--- src/sv/hkm_pkg.sv ---
package hkm_pkg;

	localparam int MAX_SRC = 16;
	localparam int IDX_W   = $clog2(MAX_SRC);
	localparam int CNT_W   = IDX_W + 1;
	localparam int CFG_W   = 5;
	localparam int KEY_W   = 31;
	localparam int SRC_W   = 4;
	localparam int VAL_W   = 128;

	localparam logic [CFG_W-1:0] NUM_SRC_RESET = CFG_W'(10);

	typedef struct packed {
		logic             kind;
		logic [KEY_W-1:0] rec_word1;
		logic [KEY_W-1:0] rec_word2;
		logic [63:0]      rec_pt1_lo;
		logic [63:0]      rec_pt1_hi;
		logic [63:0]      rec_pt2_lo;
		logic [63:0]      rec_pt2_hi;
		logic [SRC_W-1:0] rec_source;
	} in_item_t;

	typedef struct packed {
		logic             emit_valid;
		logic [KEY_W-1:0] out_word1;
		logic [KEY_W-1:0] out_word2;
		logic [63:0]      out_pt1_lo;
		logic [63:0]      out_pt1_hi;
		logic [63:0]      out_pt2_lo;
		logic [63:0]      out_pt2_hi;
		logic             request_valid;
		logic [SRC_W-1:0] request_source;
		logic             merge_done;
	} out_item_t;

	// Heap entry; ordering key is {k1, k2, src}.
	typedef struct packed {
		logic [KEY_W-1:0] k1;
		logic [KEY_W-1:0] k2;
		logic [SRC_W-1:0] src;
		logic [VAL_W-1:0] v1;
		logic [VAL_W-1:0] v2;
	} entry_t;

	typedef enum logic [3:0] {
		OP_NONE,
		OP_ACCEPT,
		OP_PUSH_INIT,
		OP_UP_RD,
		OP_UP_CMP,
		OP_SET_FILL,
		OP_ZERO,
		OP_FLUSH,
		OP_ROOT_RD,
		OP_LAST,
		OP_XLD,
		OP_LRD,
		OP_RRD,
		OP_DCMP,
		OP_FOLD
	} op_t;

	typedef struct packed {
		op_t op;
	} cmd_t;

	typedef struct packed {
		logic notice;
		logic filled;
		logic full;
		logic reached;
		logic empty;
		logic j_zero;
		logic up_swap;
		logic l_out;
		logic dn_swap;
		logic out_full;
	} status_t;

	function automatic logic precedes(entry_t a, entry_t b);
		return {a.k1, a.k2, a.src} < {b.k1, b.k2, b.src};
	endfunction

endpackage

--- src/sv/hkm_ctrl.sv ---
module hkm_ctrl (
	input  logic           clk,
	input  logic           arst_n,
	input  logic           in_valid,
	output logic           in_ready,
	input  hkm_pkg::status_t st,
	output hkm_pkg::cmd_t  cmd
);
	import hkm_pkg::*;

	typedef enum logic [11:0] {
		S_IDLE   = 12'b000000000001,
		S_BRANCH = 12'b000000000010,
		S_UP     = 12'b000000000100,
		S_UPC    = 12'b000000001000,
		S_CHECK  = 12'b000000010000,
		S_ROOT   = 12'b000000100000,
		S_LAST   = 12'b000001000000,
		S_XLD    = 12'b000010000000,
		S_LRD    = 12'b000100000000,
		S_RRD    = 12'b001000000000,
		S_DCMP   = 12'b010000000000,
		S_FOLD   = 12'b100000000000
	} state_t;

	state_t state_q, state_d;

	assign in_ready = (state_q == S_IDLE) && !st.out_full;

	always_comb begin
		state_d = state_q;
		cmd.op  = OP_NONE;
		case (state_q)
			S_IDLE: begin
				if (in_valid && in_ready) begin
					cmd.op  = OP_ACCEPT;
					state_d = S_BRANCH;
				end
			end
			S_BRANCH: begin
				if (!st.notice && !st.full) begin
					cmd.op  = OP_PUSH_INIT;
					state_d = S_UP;
				end else if (st.notice && !st.filled) begin
					cmd.op  = OP_ZERO;
					state_d = S_IDLE;
				end else begin
					state_d = S_CHECK;
				end
			end
			S_UP: begin
				cmd.op  = OP_UP_RD;
				state_d = st.j_zero ? S_CHECK : S_UPC;
			end
			S_UPC: begin
				cmd.op  = OP_UP_CMP;
				state_d = st.up_swap ? S_UP : S_CHECK;
			end
			S_CHECK: begin
				if (!st.filled) begin
					if (st.reached) begin
						cmd.op  = OP_SET_FILL;
						state_d = S_ROOT;
					end else begin
						cmd.op  = OP_ZERO;
						state_d = S_IDLE;
					end
				end else if (st.empty) begin
					cmd.op  = OP_FLUSH;
					state_d = S_IDLE;
				end else begin
					state_d = S_ROOT;
				end
			end
			S_ROOT: begin
				cmd.op  = OP_ROOT_RD;
				state_d = S_LAST;
			end
			S_LAST: begin
				cmd.op  = OP_LAST;
				state_d = st.empty ? S_FOLD : S_XLD;
			end
			S_XLD: begin
				cmd.op  = OP_XLD;
				state_d = S_LRD;
			end
			S_LRD: begin
				cmd.op  = OP_LRD;
				state_d = st.l_out ? S_FOLD : S_RRD;
			end
			S_RRD: begin
				cmd.op  = OP_RRD;
				state_d = S_DCMP;
			end
			S_DCMP: begin
				cmd.op  = OP_DCMP;
				state_d = st.dn_swap ? S_LRD : S_FOLD;
			end
			S_FOLD: begin
				cmd.op  = OP_FOLD;
				state_d = S_IDLE;
			end
			default: begin
				state_d = S_IDLE;
			end
		endcase
	end

	always_ff @(posedge clk or negedge arst_n) begin
		if (!arst_n) begin
			state_q <= S_IDLE;
		end else begin
			state_q <= state_d;
		end
	end

endmodule

--- config.mk ---
export PLATFORM = sky130hd
export DESIGN_NAME = hkm_ctrl
export DESIGN_NICKNAME = d
export VERILOG_FILES = /design/src/sv/hkm_pkg.sv /design/src/sv/hkm_ctrl.sv
export SDC_FILE = /design/constraint.sdc
export NUM_CORES = 1
export LEC_CHECK = 0
export BUFFER_PORTS_ARGS = -buffer_cell sky130_fd_sc_hd__buf_2
export CORE_ASPECT_RATIO = 0.8
export CORE_MARGIN = 2
export CORE_UTILIZATION = 45
export DETAILED_ROUTE_END_ITERATION = 12
export PLACE_DENSITY = 0.66
export SYNTH_ARGS = -nofsm -noshare
export SYNTH_HDL_FRONTEND = slang
export SYNTH_SLANG_ARGS = --single-unit
--- constraint.sdc ---
create_clock -name clk -period 3.47 [get_ports clk]
set_input_delay 0.347 -clock clk [delete_from_list [all_inputs] [get_ports clk]]
set_output_delay 0.347 -clock clk [all_outputs]
set_load 0.02 [all_outputs]
======== Word-level counts from Yosys, hierarchy flattened ========
Cells that the tools add are included.
storage, ports and cells
  logic and storage cells ................. 41
  flip-flop bits (word level) ............. 12
  output and inout bits ................... 5
cells by class
  muxes and demuxes ....................... 19
  reductions and logical operators ........ 8
  equal/unequal tests ..................... 13
operators with widths
  cell                                                                     count
  12-bit one-hot mux with 11 select lines                                  1
  12-bit 2-to-1 mux                                                        5
  4-bit one-hot mux with 12 select lines                                   1
  5-bit 2-to-1 mux                                                         4
  12-bit by 1-bit equality test with 1-bit output, second input constant   1
  12-bit by 10-bit equality test with 1-bit output, second input constant  1
  12-bit by 11-bit equality test with 1-bit output, second input constant  1
  12-bit equality test, second input constant                              1
  12-bit by 2-bit equality test with 1-bit output, second input constant   1
  12-bit by 3-bit equality test with 1-bit output, second input constant   1
  12-bit by 4-bit equality test with 1-bit output, second input constant   1
  12-bit by 5-bit equality test with 1-bit output, second input constant   1
  12-bit by 6-bit equality test with 1-bit output, second input constant   1
  12-bit by 7-bit equality test with 1-bit output, second input constant   1
  12-bit by 8-bit equality test with 1-bit output, second input constant   1
  12-bit by 9-bit equality test with 1-bit output, second input constant   1
  6-bit 2-to-1 mux                                                         2
  3-bit 2-to-1 mux                                                         3
  1-bit logical AND                                                        4
  1-bit zero test                                                          4
  4-bit 2-to-1 mux                                                         1
  2-bit 2-to-1 mux                                                         1
  2-bit by 1-bit inequality test with 1-bit output, second input constant  1
  1-bit 2-to-1 mux                                                         1

======== Depth between registers and ports, before layout ========
Gate-level depths: netlist of the first run.
  depth after elaboration ................. 5
  mapped depth ............................ 7
  mapped depth without buffers ............ 4

======== Least setup slack after synthesis of the first run ========
OpenSTA, ideal clock, no wires.
  kind .................................... reg-to-output
  from .................................... register state_q[9]
  to ...................................... output cmd[1] in the netlist's numbering
  buffers on the path ..................... 3
  stages on the path, launching flop included .. 8
  setup slack ............................. 1.019 ns
  arrival time ............................ 2.104 ns
  data required time ...................... 3.123 ns
  cells stage by stage .................... dfrtp_1 -> buf_6 -> or4_1 -> buf_2 -> or2_1 -> buf_6 -> or4_4 -> nand4_2
RTL lines
  item                      RTL line         source
  start: declaration        hkm_ctrl.sv:26   state_t state_q, state_d;
  start signal: assignment  hkm_ctrl.sv:113  state_q <= state_d;
  end: declaration          hkm_ctrl.sv:7    output hkm_pkg::cmd_t cmd

==> impl_summary.txt, run 1 <==
----------------------------------------------------
[STA]
  Final Hold Vio Count ... 0
  Setup TNS after final layout ... 0 ns
  Worst hold-check slack ... 0.222 ns
  Worst clock skew ... 0.00654 ns
  Highest clock frequency the design can meet ... 340 MHz
  Post-route minimum period ... 2.94 ns
  Final setup vio count ... 0
  Max Slew Vio Count ... 0
  Max_slew headroom ... 55.3%
  Setup repair after global routing missed its margin ... false
  Portion of the clock cycle consumed by the worst path in the final layout ... 84.7%
  Tightest Pin Transition ... 0.662 ns

[Setup path]
  Ordered list of cells on the worst path ... or4_1 > or2_1 > or4_4 > nand4_2 > buf_2
  Crit path kind ... flop to output port
  Highest net fanout along the worst path ... 12
  Worst path arrival time ... 2.59 ns
  Buffering stage count on the worst path with inverters included ... 1
  Required @ worst endpoint ... 3.12 ns
  Worst path max stage delay ... 0.67 ns
  Worst path top cell family by delay ... simple AND/OR/NAND/NOR gates
  Slowest stage cell, crit path ... or4_1
  Category of the worst setup path capture point ... output port
  Kind of start point of the critical path ... flop

[Cells and area]
  Most frequent cells in the layout ... buf_2, o21ai_0, dfrtp_1
  Area delta synth->final ... 10.2%
  Number of flip-flops under the largest register name ... 12
  Commonest non-fill, non-tap cell in the layout ... buf_2
  Non-filler instance count after layout ... 152
  Post-Layout Inst Area ... 1070 um^2
  Fraction of final layout cells sized beyond drive strength 1 ... 22.0%
  Nets ... 141
  Largest registers ranked by flip-flop count ... state_q: 12 flops
  Total inserted antenna cells ... 0
  Largest register by flop count ... state_q

[GRT]
  Number of antenna violations at the first check in global routing ... 0
  Maximum number of pins on one net before global-route repair ... 13
  Leftover overflow at the end of global routing ... 0
  Number of global-route vias before repair ... 758
  Wire length of the first global-routing pass ... 3600 um
  All-layer global routing usage ... 19.0%

[Die]
  Die Footprint ... 2550 um^2
  IO Count ... 18
  Area of the placeable core ... 2100 um^2
  Die X-Extent ... 55.9 um
  Initial standard-cell utilization of the core ... 46.2%
  Height of the die ... 45.5 um
  Site row count ... 15

[Yosys]
  Dominant synthesized flop cell ... dfrtp_1
  Number of register bits inferred by synthesis ... 12
  Seq/Total Area, Yosys ... 31.1%
  Netlist area before placement ... 971 um^2
  Count of cell types in the netlist ... 42
  Synth async-reset ratio ... 100%
  Yosys Warn Count ... 0
  Number of enable-type register cells in the synthesized netlist ... 0
  Count of mapped cells out of synthesis ... 117
  Number of nets in the synthesized netlist ... 130
  Post-Synthesis Mean Instance Area ... 8.30 um^2

[Drt]
  Wirelength, routed ... 2220 um
  Via total after detailed routing ... 929
  Post-route ant nets ... 0
  Post-route DRC violation count ... 0
  Detailed Routing Iterations Pass 1 ... 4
  Vias per inst ... 6.11
  Average detailed-routed wire length per instance ... 14.6 um
  DRT iter0 DRCs ... 33

[Clock network]
  Max H-tree Level ... 1
  Number of clock buffers inserted by TritonCTS ... 3
  Sinks on the clock net ... 12
  Maximum buffer depth of the clock tree ... 2
  Worst skew pair latency ... 0.28 ns
  Clock-pin slew of the registers on the worst-case setup and hold paths ... 0.08 ns
  TritonCTS clock tree ... built
  Post-CTS Setup Inserts ... 0
  Root Buffer Master ... clkbuf_4

[Placed design]
  Post-Place Cell Area ... 1020 um^2
  Estimated wirelength of the detail-placed design ... 1690 um
  Placed instance count ... 147
  Routability congestion estimate from global placement ... 0.851
  PortBufs ... 17

[Worst hold path]
  Hold Path Class ... input pin to flop

[Outcome]
  Outcome ... finished, final reports clean

[Power and ir drop]
  VDD IR-drop max ... 0.286 mV
  Overall Power ... 0.430 mW
  Static Leakage ... 0.509 nW
  Cell area power density ... 401 nW/um^2

[Job]
  Reported max-cap violation count ... 0

----------------------------------------------------
[cell usage after synthesis, types with 3 or more instances]
master / n / share of area [%]
buf_2: 3 / 1.5
clkbuf_1: 7 / 2.7
dfrtp_1: 11 / 28
inv_1: 6 / 2.3
mux2i_1: 3 / 3.1
nand2b_1: 4 / 2.6
nand3_1: 3 / 1.5
nor2_1: 10 / 3.9
nor3_1: 8 / 4.1
nor4_1: 5 / 3.2
nor4b_1: 3 / 2.7
o21ai_0: 11 / 5.7
o31ai_1: 3 / 2.3
or4_1: 3 / 2.3
xor2_1: 5 / 4.5
[worst reg2reg max path, cell delays in order (launching register included)]
cell and delay, ns:
dfrtp_1 0.51, or4_1 0.67, or2_1 0.37, or4_4 0.52
o31ai_1 0.09
[path summary, 6_finish.rpt]
kind	startpoint	endpoint	slack, ns	depth (start not counted)
max	state_q[8]$_DFFE_PN0P_	cmd[1]	0.53	5
min	st[2]	state_q[9]$_DFFE_PN0P_	0.22	2
max reg2reg	state_q[8]$_DFFE_PN0P_	state_q[2]$_DFFE_PN0P_	1.22	4
min reg2reg	state_q[9]$_DFFE_PN0P_	state_q[10]$_DFFE_PN0P_	0.73	1
max in group asynchronous	arst_n	state_q[0]$_DFFE_PN1P_	2.72	2
min in group asynchronous	arst_n	state_q[9]$_DFFE_PN0P_	0.47	2
[final cells by class]
| class | count | area (um^2) |
|---|---|---|
| Sequential cell | 12 | 302 |
| Inverter | 6 | 22.5 |
| Timing Repair Buffer | 18 | 95.1 |
| Multi-Input combinational cell | 87 | 583 |
| Tap cell | 25 | 31.3 |
| Clock buffer | 4 | 36.3 |
| Fill cell | 205 | 1030 |
[cells by family (layout without fill, tap and decap cells)]
group	count (synthesis)	in the layout	share of synthesized area (%)
buffers and inverters	18	28	8.89
muxes	3	3	3.09
xor gates and xnor gates	6	6	5.41
DFF	12	12	31.1
AOI/OAI and AO/OA	25	25	17.5
and+or+nand+nor	53	53	34.0
[power breakdown]
| part | total, mW | switching [mW] | leakage [nW] | internal, mW |
|---|---|---|---|---|
| clock network | 0.113 | 0.0496 | 0.0210 | 0.0638 |
| logic | 0.144 | 0.0845 | 0.325 | 0.0598 |
| registers | 0.172 | 0.0182 | 0.164 | 0.154 |
[timing repair]
action                    4_1_cts  5_1_grt
hold buffers                    1        0
hold endpoints to repair       11        0
gates resized for setup         0        0
[through the flow]
stage | util [%] | setup slack (ns)
4_1_cts | 50.9 | 0.525
3_3_place_gp | 48.7 | 0.886
5_1_grt | 50.9 | 0.438
3_5_place_dp | 48.7 | 0.852
6_report | 50.9 | 0.530
2_1_floorplan | - | 1.02
[per-layer routing]
metal	global-route usage [%]	vias up	share of wire, %
li1	-	463	-
met1	26.1	446	49
met2	29.8	18	46
met3	5.97	2	3.9
met4	4.29	0	0.63
met5	0	-	0
(Power assumes the default switching activity.)
==> run 2: changes to the inputs <==
ABC_AREA = 1   (was unset)
PLACE_DENSITY = 0.69   (was 0.66)
clock period = 2.7 ns   (was 3.47 ns; I/O delays follow)
==> run 2 against run 1 <==
  * Core utilization is 5.9 points higher
  * Global-route usage up 0.97 points
  * Count of clock-buffer cells in the layout unchanged
  * Highest routed layer unchanged
  * Die area decreased by 3.6%
  * Total power up 29%
  * Clock skew decreased by 0.0029 ns
  * Sequential share of layout area shrank 0.64 points
  * Sequential power increased by 20%
  * First-iteration DRC count shrank 39%
  * Flip-flop and latch count unchanged
  * Cell area up 2.3%
  * Critical endpoint is now cmd[0]
==> impl_summary.txt, run 2 <==
----------------------------------------------------
[Clock network]
  Maximum buffer depth of the clock tree ... 2
  CTS Hold Bufs ... 1
  Worst skew pair latency ... 0.27 ns
  Root Buffer Master ... clkbuf_4
  Number of clock buffers inserted by TritonCTS ... 3
  Clock-pin slew of the registers on the worst-case setup and hold paths ... 0.08 ns
  Max H-tree Level ... 1
  Post-CTS Resized ... 0
  TritonCTS clock tree ... built
  Sinks on the clock net ... 12
  Post-CTS Setup Inserts ... 0

[STA]
  Post-route minimum period ... 1.95 ns
  Final setup vio count ... 0
  Highest clock frequency the design can meet ... 513 MHz
  Setup repair after global routing missed its margin ... false
  Max Slew Vio Count ... 0
  Max_slew headroom ... 81.2%
  Worst clock skew ... 0.00364 ns
  Tightest Pin Transition ... 0.281 ns
  Final Hold Vio Count ... 0
  Setup TNS after final layout ... 0 ns
  Portion of the clock cycle consumed by the worst path in the final layout ... 72.2%

[Die]
  Area of the placeable core ... 1930 um^2
  Die X-Extent ... 54.9 um
  Site row count ... 14
  Height of the die ... 44.7 um
  Initial standard-cell utilization of the core ... 48.4%
  IO Count ... 18
  Die Footprint ... 2460 um^2

[Placed design]
  PortBufs ... 17
  Routability congestion estimate from global placement ... 0.883
  Estimated wirelength of the detail-placed design ... 1710 um
  Placed instance count ... 184

[Drt]
  Average detailed-routed wire length per instance ... 10.7 um
  Post-route ant nets ... 0
  Detailed Routing Iterations Pass 1 ... 6
  Via total after detailed routing ... 944
  Vias per inst ... 4.99
  Post-route DRC violation count ... 0
  DRT iter0 DRCs ... 20
  Wirelength, routed ... 2020 um

[GRT]
  Leftover overflow at the end of global routing ... 0
  Number of global-route vias before repair ... 850
  Maximum number of pins on one net before global-route repair ... 13
  Number of antenna violations at the first check in global routing ... 0
  All-layer global routing usage ... 19.9%
  Wire length of the first global-routing pass ... 3510 um

[Setup path]
  Required @ worst endpoint ... 2.43 ns
  Highest net fanout along the worst path ... 5
  Worst path arrival time ... 1.68 ns
  Slowest stage cell, crit path ... dfrtp_1
  Startpoint of the most critical register-to-register path ... state_q[0]$_DFFE_PN1P_
  Ordered list of cells on the worst path ... nor2_2 > nand2_4 > nor2_2 > nand2_1 > nor2_1 > o21ai_0 > nand2_1 > buf_2
  Category of the worst setup path capture point ... output port
  Worst path max stage delay ... 0.42 ns
  Kind of start point of the critical path ... flop
  Origin of the worst setup path ... state_q[10]$_DFFE_PN0P_
  Crit path kind ... flop to output port

[Yosys]
  Synth async-reset ratio ... 100%
  Count of cell types in the netlist ... 23
  Seq/Total Area, Yosys ... 32.3%
  Number of enable-type register cells in the synthesized netlist ... 0
  Area leader, netlist ... dfrtp_1
  Number of nets in the synthesized netlist ... 156
  Area fraction in compound gates after synthesis ... 3.75%
  Synth Area in Simple Gates ... 54.7%
  Mux contribution to synthesized area ... 0%
  Dominant combinational cell family by area after synthesis ... simple AND/OR/NAND/NOR gates
  Yosys Warn Count ... 0
  Netlist area before placement ... 933 um^2
  Synthesized-area fraction occupied by adder cells ... 0%
  Xor and xnor fraction of the mapped netlist area ... 0%
  Library cell with the highest instance count after synthesis ... nand2_1
  Most numerous cell types in the synthesized netlist ... nand2_1, nor2_1, inv_1, nand3_1, dfrtp_1
  Number of register bits inferred by synthesis ... 12
  Post-Synthesis Mean Instance Area ... 6.53 um^2
  Dominant synthesized flop cell ... dfrtp_1
  Fraction of synthesized cell area taken by the top area cell type ... 29.5%
  Count of mapped cells out of synthesis ... 143
  Leading cell types by total area after synthesis ... dfrtp_1, nand2_1, nor2_1, inv_1, nand3_1

[Cells and area]
  Fraction of final layout cells sized beyond drive strength 1 ... 24.8%
  Most frequent cells in the layout ... nand2_1, nor2_1, inv_1
  Largest registers ranked by flip-flop count ... state_q: 12 flops
  Nets ... 179
  Total inserted antenna cells ... 0
  Largest register by flop count ... state_q
  Non-filler instance count after layout ... 189
  Fillers ... 199
  Number of flip-flops under the largest register name ... 12
  Commonest non-fill, non-tap cell in the layout ... nand2_1
  Area delta synth->final ... 17.3%

[Worst hold path]
  Launch point of the worst hold path ... st[2]
  Hold Path Class ... input pin to flop

[Outcome]
  Outcome ... finished, final reports clean

[Power and ir drop]
  Overall Power ... 0.556 mW
  VDD IR-drop max ... 0.522 mV
  Cell area power density ... 508 nW/um^2
  Static Leakage ... 0.631 nW

[Job]
  Reported max-cap violation count ... 0

----------------------------------------------------
run 2: area by class of cell:
cell class / count / area, um^2 / share of cell area, %
tap: 24 / 30.0 / 2.74
clock buffer: 4 / 36.3 / 3.31
timing repair buffer: 18 / 95.1 / 8.69
sequential: 12 / 302 / 27.5
inverter: 23 / 86.3 / 7.89
multi-input combinational: 108 / 546 / 49.8
run 2: power by group:
part	total, mW	switching, mW	internal [mW]
logic	0.207	0.134	0.0733
clock network	0.143	0.0608	0.0820
registers	0.206	0.00946	0.196
total	0.556	0.204	0.352
run 2: worst paths after layout:
kind	to	depth (start not counted)	slack, ns
max	cmd[0]	8	0.75
min	state_q[9]$_DFFE_PN0P_	2	0.15
max reg2reg	state_q[0]$_DFFE_PN1P_	8	1.36
min reg2reg	state_q[6]$_DFFE_PN0P_	2	0.62
max in group asynchronous	state_q[0]$_DFFE_PN1P_	2	2.00
min in group asynchronous	state_q[1]$_DFFE_PN0P_	2	0.43
run 2: stage by stage:
stage               instance area [um^2]  util (%)  setup slack, ns  hold WS (ns)
finish                              1090      56.8            0.752         0.153
global route                        1090      56.8            0.587         0.149
CTS                                 1090      56.8            0.762         0.153
detailed placement                  1050      54.4             1.07         0.166
global placement                    1050      54.4             1.08         0.163
floorplan                            933         -             1.20       -0.0256
run 2: worst max-delay path, delay by kind of cell, from the launching register on:
kind            cells  cell delay [ns]
simple gates        6             0.74
flops               1             0.42
buf+inv             1             0.15
compound gates      1             0.09
run 2: per-layer routing:
layer / GRT usage [%] / wire length (um) / vias to the layer above / part of all wire [%]
met5: 0 / 0 / - / 0
met4: 5.37 / 18 / 0 / 0.89
met3: 4.97 / 146 / 2 / 7.2
met2: 31.0 / 872 / 35 / 43
met1: 27.8 / 980 / 412 / 49
li1: - / - / 495 / -
run 2: cell families (layout without fill, tap and decap cells):
group,after synthesis,count (layout)
AOI/OAI and AO/OA,6,6
buffers and inverters,23,45
DFF,12,12
and+or+nand+nor,102,102
==> run 3: changes to the inputs <==
ABC_AREA = 0   (was 1)
PLACE_DENSITY = 0.68   (was 0.69)
clock period = 1.6 ns   (was 2.7 ns; I/O delays follow)
==> run 3 against run 2 <==
  * The flow now finishes with violations (negative setup slack)
  * Total power grew to 2.5 times the previous value
  * Critical path type unchanged
  * Die area up 3.7%
  * Flip-flop and latch count unchanged
  * Largest power group unchanged
  * Sequential share of layout area down 9.1 points
  * Setup slack lost 1.6 ns
  * Sequential power increased by 70%
  * Final cell count grew 4.2%
  * Core utilization grew 21 points
  * Combinational power rose to 3.9 times the previous value
  * First-iteration DRC count grew to 3.1 times the previous value
  * Highest routed layer unchanged
  * Clock power rose by 80%
  * Critical path depth decreased by 2
==> impl_summary.txt, run 3 (synthesized netlist as in run 1, its figures left out) <==
----------------------------------------------------
[Placed design]
  PortBufs ... 17
  Estimated wirelength of the detail-placed design ... 2300 um
  Routability congestion estimate from global placement ... 0.848
  Placed instance count ... 182

[Drt]
  Post-route DRC violation count ... 0
  Wirelength, routed ... 3990 um
  Post-route ant nets ... 0
  Via total after detailed routing ... 1247
  Detailed Routing Iterations Pass 1 ... 4
  Average detailed-routed wire length per instance ... 20.2 um
  Vias per inst ... 6.33
  DRT iter0 DRCs ... 62

[STA]
  Final critical-path setup slack ... -0.824 ns
  Final setup vio count ... 14
  Highest clock frequency the design can meet ... 413 MHz
  Setup TNS after final layout ... -5.73 ns
  Post-route minimum period ... 2.42 ns
  Worst clock skew ... 0.0118 ns
  Max Slew Vio Count ... 0
  Portion of the clock cycle consumed by the worst path in the final layout ... 151%
  Setup repair after global routing missed its margin ... true
  Max_slew headroom ... 65.3%
  Tightest Pin Transition ... 0.521 ns
  Final Hold Vio Count ... 0

[Die]
  Area of the placeable core ... 2100 um^2
  Site row count ... 15
  Initial standard-cell utilization of the core ... 46.2%
  Height of the die ... 45.5 um
  Die X-Extent ... 55.9 um
  Die Footprint ... 2550 um^2
  IO Count ... 18

[Setup path]
  Ordered list of cells on the worst path ... or4_4 > or2_4 > buf_4 > o31ai_2 > o2bb2ai_1 > buf_4
  Slowest stage cell, crit path ... or4_4
  Crit path kind ... flop to output port
  Worst path arrival time ... 2.26 ns
  Required @ worst endpoint ... 1.44 ns
  Category of the worst setup path capture point ... output port
  Kind of start point of the critical path ... flop
  Worst path max stage delay ... 0.55 ns
  Critical path's most frequent cell ... buf_4
  Number of cells on the critical path ... 6
  Highest net fanout along the worst path ... 7
  Reg2Reg Depth ... 6
  Worst path top cell family by delay ... simple AND/OR/NAND/NOR gates
  Buffering stage count on the worst path with inverters included ... 2

[Power and ir drop]
  Cell area power density ... 860 nW/um^2
  Switching portion of total power ... 35.8%
  Clock power share ... 18.3%
  Internal power of the cells ... 0.908 mW
  Static Leakage ... 0.777 nW
  Reported net switching power ... 0.506 mW
  Logic gate share of total power ... 56.9%
  VDD IR-drop max ... 0.764 mV
  Register share of total power ... 24.8%

[Outcome]
  Violations in the final reports ... negative setup slack
  Outcome ... complete, but fails checks

[Cells and area]
  Number of flip-flops under the largest register name ... 12
  Most frequent cells in the layout ... buf_4, buf_2, buf_6
  Largest register by flop count ... state_q
  Fraction of final layout cells sized beyond drive strength 1 ... 58.7%
  Fillers ... 131
  Largest registers ranked by flip-flop count ... state_q: 12 flops
  Post-route core utilization ... 78.2%
  Area taken by flip-flops and latches ... 303 um^2
  Area delta synth->final ... 69.3%
  Total inserted antenna cells ... 0
  Nets ... 186
  Multi-input gate area in the final layout ... 757 um^2
  Non-filler instance count after layout ... 197
  Commonest non-fill, non-tap cell in the layout ... buf_4

[Worst hold path]
  Hold Path Class ... input pin to flop
  Hold Crit Depth ... 2

[Clock network]
  Worst skew pair latency ... 0.29 ns
  Max H-tree Level ... 1
  Root Buffer Master ... clkbuf_4
  Maximum buffer depth of the clock tree ... 2
  Number of clock buffers inserted by TritonCTS ... 3
  Sinks on the clock net ... 12
  Clock-pin slew of the registers on the worst-case setup and hold paths ... 0.09 ns
  TritonCTS clock tree ... built

[GRT]
  Number of antenna violations at the first check in global routing ... 0
  Maximum number of pins on one net before global-route repair ... 13
  Number of global-route vias before repair ... 1159
  All-layer global routing usage ... 30.4%
  Leftover overflow at the end of global routing ... 0
  Wire length of the first global-routing pass ... 5600 um

[Job]
  Reported max-cap violation count ... 0

----------------------------------------------------
run 3: final timing paths:
check                                         from                     end  slack (ns)
setup / recovery           state_q[11]$_DFFE_PN0P_                  cmd[2]       -0.82
setup reg to reg           state_q[11]$_DFFE_PN0P_  state_q[2]$_DFFE_PN0P_       -0.51
hold / removal                               st[4]  state_q[3]$_DFFE_PN0P_        0.04
max in group asynchronous                   arst_n  state_q[0]$_DFFE_PN1P_        1.04
min in group asynchronous                   arst_n  state_q[9]$_DFFE_PN0P_        0.27
hold reg to reg             state_q[2]$_DFFE_PN0P_  state_q[1]$_DFFE_PN0P_        0.77
run 3: power groups by stage:
stage | sequential, mW | combinational (mW) | clock, mW
after floorplan | 0.349 | 0.268 | 0
after global placement | 0.349 | 0.496 | 0
after detailed placement | 0.351 | 0.510 | 0
after CTS | 0.349 | 0.720 | 0.251
after global routing | 0.354 | 0.846 | 0.285
final | 0.351 | 0.804 | 0.258
run 3: repair_timing:
item	4_1_cts	5_1_grt
pin swaps	12	4
buffers inserted	8	3
hold buffers	1	0
cloned	0	0
resized for setup	41	14
hold endpoints to repair	11	0
endpoints found under the setup margin	15	16
run 3: final cells by class:
| class | count | area share [%] |
|---|---|---|
| flip-flops and latches | 12 | 18.4 |
| well taps | 25 | 1.90 |
| inverters | 6 | 1.37 |
| repair buffers | 63 | 30.1 |
| multi-input cells | 87 | 46.0 |
| clock buffers | 4 | 2.21 |
run 3: worst reg2reg max path, cell delays in order (launching register included):
cell and delay (ns):
dfrtp_1 0.39, or4_4 0.55, or2_4 0.27, or4_4 0.51, buf_4 0.16, buf_6 0.10, o31ai_2 0.05
run 3: metal layers:
layer	track usage (%)	vias to the layer above	wire length (um)
met4	17.1	0	290
met5	0	-	0
met1	34.6	597	1460
met3	7.10	28	267
met2	54.3	71	1960
li1	-	551	-
run 3: per-stage QoR:
step           worst slack (ns)  total power [mW]  hold slack (ns)  instance area [um^2]
2_1_floorplan            -0.642             0.617           -0.136                   998
3_3_place_gp             -0.508             0.845           0.0533                  1300
3_5_place_dp             -0.523             0.861           0.0573                  1300
4_1_cts                  -0.756              1.32           0.0355                  1560
5_1_grt                  -0.844              1.48           0.0185                  1640
6_report                 -0.824              1.41           0.0438                  1640
